### src/rtl/aapb_pkg.sv
// ----------------------------------------------------------------------------
// Anti-aliased pixel blend package
// Beat types, register indexes and sequencer states shared by the blend unit.
// ----------------------------------------------------------------------------
package aapb_pkg;

  localparam int POS_W      = 12;
  localparam int ALPHA_W    = 9;
  localparam int CFG_ADDR_W = 2;
  localparam int CFG_DATA_W = 24;

  // Register indexes on the configuration port.
  localparam logic [CFG_ADDR_W-1:0] CFG_ANTIALIAS = 2'd0;
  localparam logic [CFG_ADDR_W-1:0] CFG_WIDTH     = 2'd1;
  localparam logic [CFG_ADDR_W-1:0] CFG_HEIGHT    = 2'd2;
  localparam logic [CFG_ADDR_W-1:0] CFG_BG_COLOR  = 2'd3;

  // Red in the top byte, blue in the bottom byte, as in the frame store.
  typedef logic [2:0][7:0] rgb_t;

  typedef struct packed {
    logic [POS_W-1:0]   x_pos;
    logic [POS_W-1:0]   y_pos;
    logic [7:0]         red;
    logic [7:0]         green;
    logic [7:0]         blue;
    logic [ALPHA_W-1:0] alpha;
  } in_beat_t;

  typedef struct packed {
    logic [7:0] pix_x;
    logic [7:0] pix_y;
    logic [7:0] out_red;
    logic [7:0] out_green;
    logic [7:0] out_blue;
    logic       last;
  } out_beat_t;

  typedef enum logic [2:0] {
    ST_FILL,
    ST_IDLE,
    ST_ADDR,
    ST_READ,
    ST_BLEND
  } state_e;

endpackage

### src/rtl/aapb_mix.sv
// ----------------------------------------------------------------------------
// Channel mixer
// Blends the drawing color over the stored color on all three channels,
// new = (a*c + (full - a)*old) >> shift, truncated.
// ----------------------------------------------------------------------------
module aapb_mix #(
  parameter int FRAC_BITS = 4
) (
  input  logic [2*FRAC_BITS+8:0] a_i,
  input  aapb_pkg::rgb_t         color_i,
  input  aapb_pkg::rgb_t         old_i,
  output aapb_pkg::rgb_t         rgb_o
);

  localparam int SH = 2 * FRAC_BITS + 8;
  localparam int AW = SH + 1;
  localparam int PW = AW + 8;
  localparam logic [AW-1:0] FULL = {1'b1, {SH{1'b0}}};

  logic [AW-1:0] inv_a;

  // The opacity never exceeds full scale, so the complement stays non-negative.
  assign inv_a = FULL - a_i;

  for (genvar ch = 0; ch < 3; ch++) begin : g_ch
    logic [PW-1:0] sum;
    assign sum = (PW'(a_i) * PW'(color_i[ch])) + (PW'(inv_a) * PW'(old_i[ch]));
    assign rgb_o[ch] = sum[SH+7:SH];
  end

endmodule
### config.mk
export PLATFORM = sky130hd
export DESIGN_NAME = aapb_mix
export DESIGN_NICKNAME = d
export VERILOG_FILES = /design/src/rtl/aapb_pkg.sv /design/src/rtl/aapb_mix.sv
export SDC_FILE = /design/constraint.sdc
export NUM_CORES = 2
export LEC_CHECK = 0
export ABC_AREA = 1
export BUFFER_PORTS_ARGS = -buffer_cell sky130_fd_sc_hd__buf_2
export CAP_MARGIN = 20
export CORE_ASPECT_RATIO = 1.4
export CORE_MARGIN = 5
export CORE_UTILIZATION = 52
export DETAILED_ROUTE_END_ITERATION = 10
export PLACE_DENSITY = 0.72
export SLEW_MARGIN = 20
export SYNTH_ARGS = -nofsm -noshare
export SYNTH_HDL_FRONTEND = slang
export SYNTH_SLANG_ARGS = --single-unit
### constraint.sdc
create_clock -name vclk -period 22.7
set_clock_uncertainty 0.15 [all_clocks]
set_input_delay 3.405 -clock vclk [all_inputs]
set_output_delay 3.405 -clock vclk [all_outputs]
set_load 0.005 [all_outputs]
======== Word-level counts from Yosys, hierarchy flattened ========
Cells that the tools add are included.
operators by class
  reduce and logical (&&, ||, !) cells .... 0
  mux-type cells .......................... 0
  $add $sub $neg .......................... 4
  multipliers ............................. 6
  eq/ne operators ......................... 0
  shift-type cells ........................ 0
  divide/modulo/power cells ............... 0
  order comparisons ....................... 0
  bitwise gates (word level) .............. 0
operators with widths
  kind                    number
  $mul 17x8->24           6
  $add 24x24->24          3
  $sub 17x17->17 const A  1
storage, ports and cells
  RAM bits ................................ 0
  word-level logic and storage cells ...... 10
  bits in latches ......................... 0
  memories ................................ 0
  bits in read-only memories .............. 0
  output and inout bits ................... 24
  register bits ........................... 0

======== Logic depth before layout (Yosys ltp) ========
  depth after elaboration ................. 3
  mapped depth ............................ 38
  depth with buffers taken out ............ 35

======== Least setup slack after synthesis ========
OpenSTA, ideal clock, no wires.
  kind .................................... input -> output
  from .................................... input a_i[0]
  to ...................................... output rgb_o[23] (netlist name)
  buffers on the path ..................... 3
  arrival time ............................ 9.174 ns
  stages .................................. 32
  required time ........................... 19.145 ns
  path slack .............................. 9.971 ns
  cells stage by stage .................... buf_2 > buf_1 > inv_1 > ha_1 > nand3_4 > nor2_4 > inv_2 > nor2_2 > nand2_1 > o21ai_2 > nand2_4 > clkinv_2 > buf_6 > nand2_1 > fa_1 > inv_1 > fa_1 > fa_1 > fa_1 > fa_1 > inv_1 > fa_1 > inv_1 > ha_1 > a21oi_1 > a21boi_0 > nand2_1 > nand2_1 > nand2_1 > nor2_1 > nand3_1 > nand2_1
RTL lines
  what         RTL line        RTL
  from (decl)  aapb_mix.sv:9   input logic [2*FRAC_BITS+8:0] a_i,
  to (decl)    aapb_mix.sv:12  output aapb_pkg::rgb_t rgb_o

==> run metrics <==
outcome completed; number of antenna violations at the first check in global routing 4; Ports 89; Cells after DPL 4084; Max Slew Vio Count 0; IO buf count 89; WL/cell around 17 um; CP startpoint a_i[0]; crit path time final 14.13 ns; Core Area between 50000 and 60000 um2; CP endpoint kind output port; # hold bufs at CTS 0; layout cell share with drive strength beyond 1 0.04708; CP max stage delay around 0.63 ns; CP Data Required Time 19.15 ns; clk_buf instances 0; drt drc 0; num rows 97; NumNets Final around 4400; fin cells 4088; first-pass GRT wire length ~120000 um; Min Hold Slack 7.430 ns; total track usage 0.2617; Routed Antenna Nets 0; crit-path max FO 49; post_cts resized 0; Worst Hold Class in2out; Setup Viol. Count Final 0; synth unique cells 42; startpoint types input port; Die W roughly 200 um; Worst Setup Path Type in2out; largest net degree at the start of global routing 50; Area Growth Syn to Fin 2.611%; RSZ-0062 raised after global routing no; routability cong. 0.9368; Max-cap violations 0; post-CTS setup buffers 0; top-area cell type share of the netlist area 0.4969; top-count cell post-synth inv_1; Die ar. 55340 um2; slowest CP cell inv_1; vias in the first global route 23089; initial drt markers 1558; drt total wl 70960 um; detailed-router iteration count before antenna repair 5; Worst Path Arrival 10.58 ns; Mapped Nets around 4400; Starting Density 0.5257; cells taking the most area after synthesis fa_1 50%, inv_1 15%, nand2_1 13%, ha_1 9.4%, nor2_1 3.5%; design area between 20000 and 30000 um2; Vias 21520; max_slew headroom 0.2838; Syn Std Cell Area 26350 um2; synthesis warning total 0; FF+latch area 0 um2; worst-margin pin slew 1.074 ns; synth cell count leaders 1044 x inv_1, 893 x nand2_1, 654 x fa_1, 243 x nor2_1, 199 x ha_1; total placed instance area 27030 um2; Die Y-Extent 276.4 um; DR vias/cell 5.264; CP endpoint rgb_o[15]; fmax 70.75 MHz; post-detail-place hpwl 57730 um; Hold Fails Final Rpt 0; FFs & Latches 0; setup_tns 0 ns; Remaining Overflow, GRT 0; syn avg cell area 7.561 um2; Synth area leader fa_1; register area share after synthesis 0; Cells after Synth 3485; fin crit share 0.6226
==> critical path: cells and delay by family <==
kind / cells / cell delay [ns]
AO/OA/AOI/OAI: 3 / 0.56
adder cells (fa/ha/maj): 8 / 3.66
buffers and inverters: 9 / 1.67
AND/OR/NAND/NOR: 9 / 1.22
==> through the flow <==
| stage | util | setup WS, ns |
|---|---|---|
| after floorplan | - | 9.971 |
| after global placement | 0.5392 | 8.828 |
| after detailed placement | 0.5392 | 8.723 |
| after CTS | 0.5392 | 8.717 |
| after global routing | 0.5394 | 8.225 |
| final | 0.5394 | 8.566 |
==> metal layers <==
layer  up-vias  wire length (um)  track usage
met5         -                 0            0
met4         0              3935       0.1128
met3       251              4947      0.02790
li1       9667                 -            -
met1     10719             25780       0.3162
met2       883             36300       0.4746
==> layout make-up <==
class / count / area [um2]
multi-input combinational: 2282 / 21690
inverter: 1055 / 3973
fill: 4852 / 23090
tap: 643 / 804.5
antenna: 4 / 10.01
timing repair buffer: 104 / 558.0
==> cells in the final DEF, fill, tap and decap left out, drive strengths merged <==
cell    synthesis  layout
xor2            9       9
buf            45     104
a21oi          56      56
a31oi           2       2
a21boi          2       2
nand2         913     913
o21ai          43      43
o21a            3       3
o21bai          4       4
diode           0       4
nand3          64      64
inv          1051    1051
ha            199     199
nor2          259     259
nor4            2       2
nand3b          2       2
nand4          30      30
fa            654     654
a21o           17      17
nor3b           1       1
nor3           16      16
clkinv          4       4
xnor2           6       6
==> worst min-delay path by stage <==
stage / depth (start not counted) / from / to
6_report: 7 / old_i[7] / rgb_o[7]
4_1_cts: 7 / old_i[7] / rgb_o[7]
3_3_place_gp: 7 / old_i[7] / rgb_o[7]
5_1_grt: 6 / old_i[7] / rgb_o[7]
2_1_floorplan: 5 / old_i[7] / rgb_o[7]
3_5_place_dp: 7 / old_i[7] / rgb_o[7]
==> cells by family (layout without fill, tap and decap cells) <==
| family | count (synthesis) | count (layout) | share of synthesized area |
|---|---|---|---|
| and+or+nand+nor | 1287 | 1287 | 0.1994 |
| xor gates and xnor gates | 15 | 15 | 0.004986 |
| adders and majority gates | 853 | 853 | 0.5914 |
| other | 0 | 4 | 0 |
| buffers and inverters | 1203 | 1159 | 0.1767 |
| AOI/OAI and AO/OA | 127 | 127 | 0.02754 |
Power is left out: the tool's default activity adds up to more than one toggle a clock period on the data nets, which glitch-free logic cannot reach.
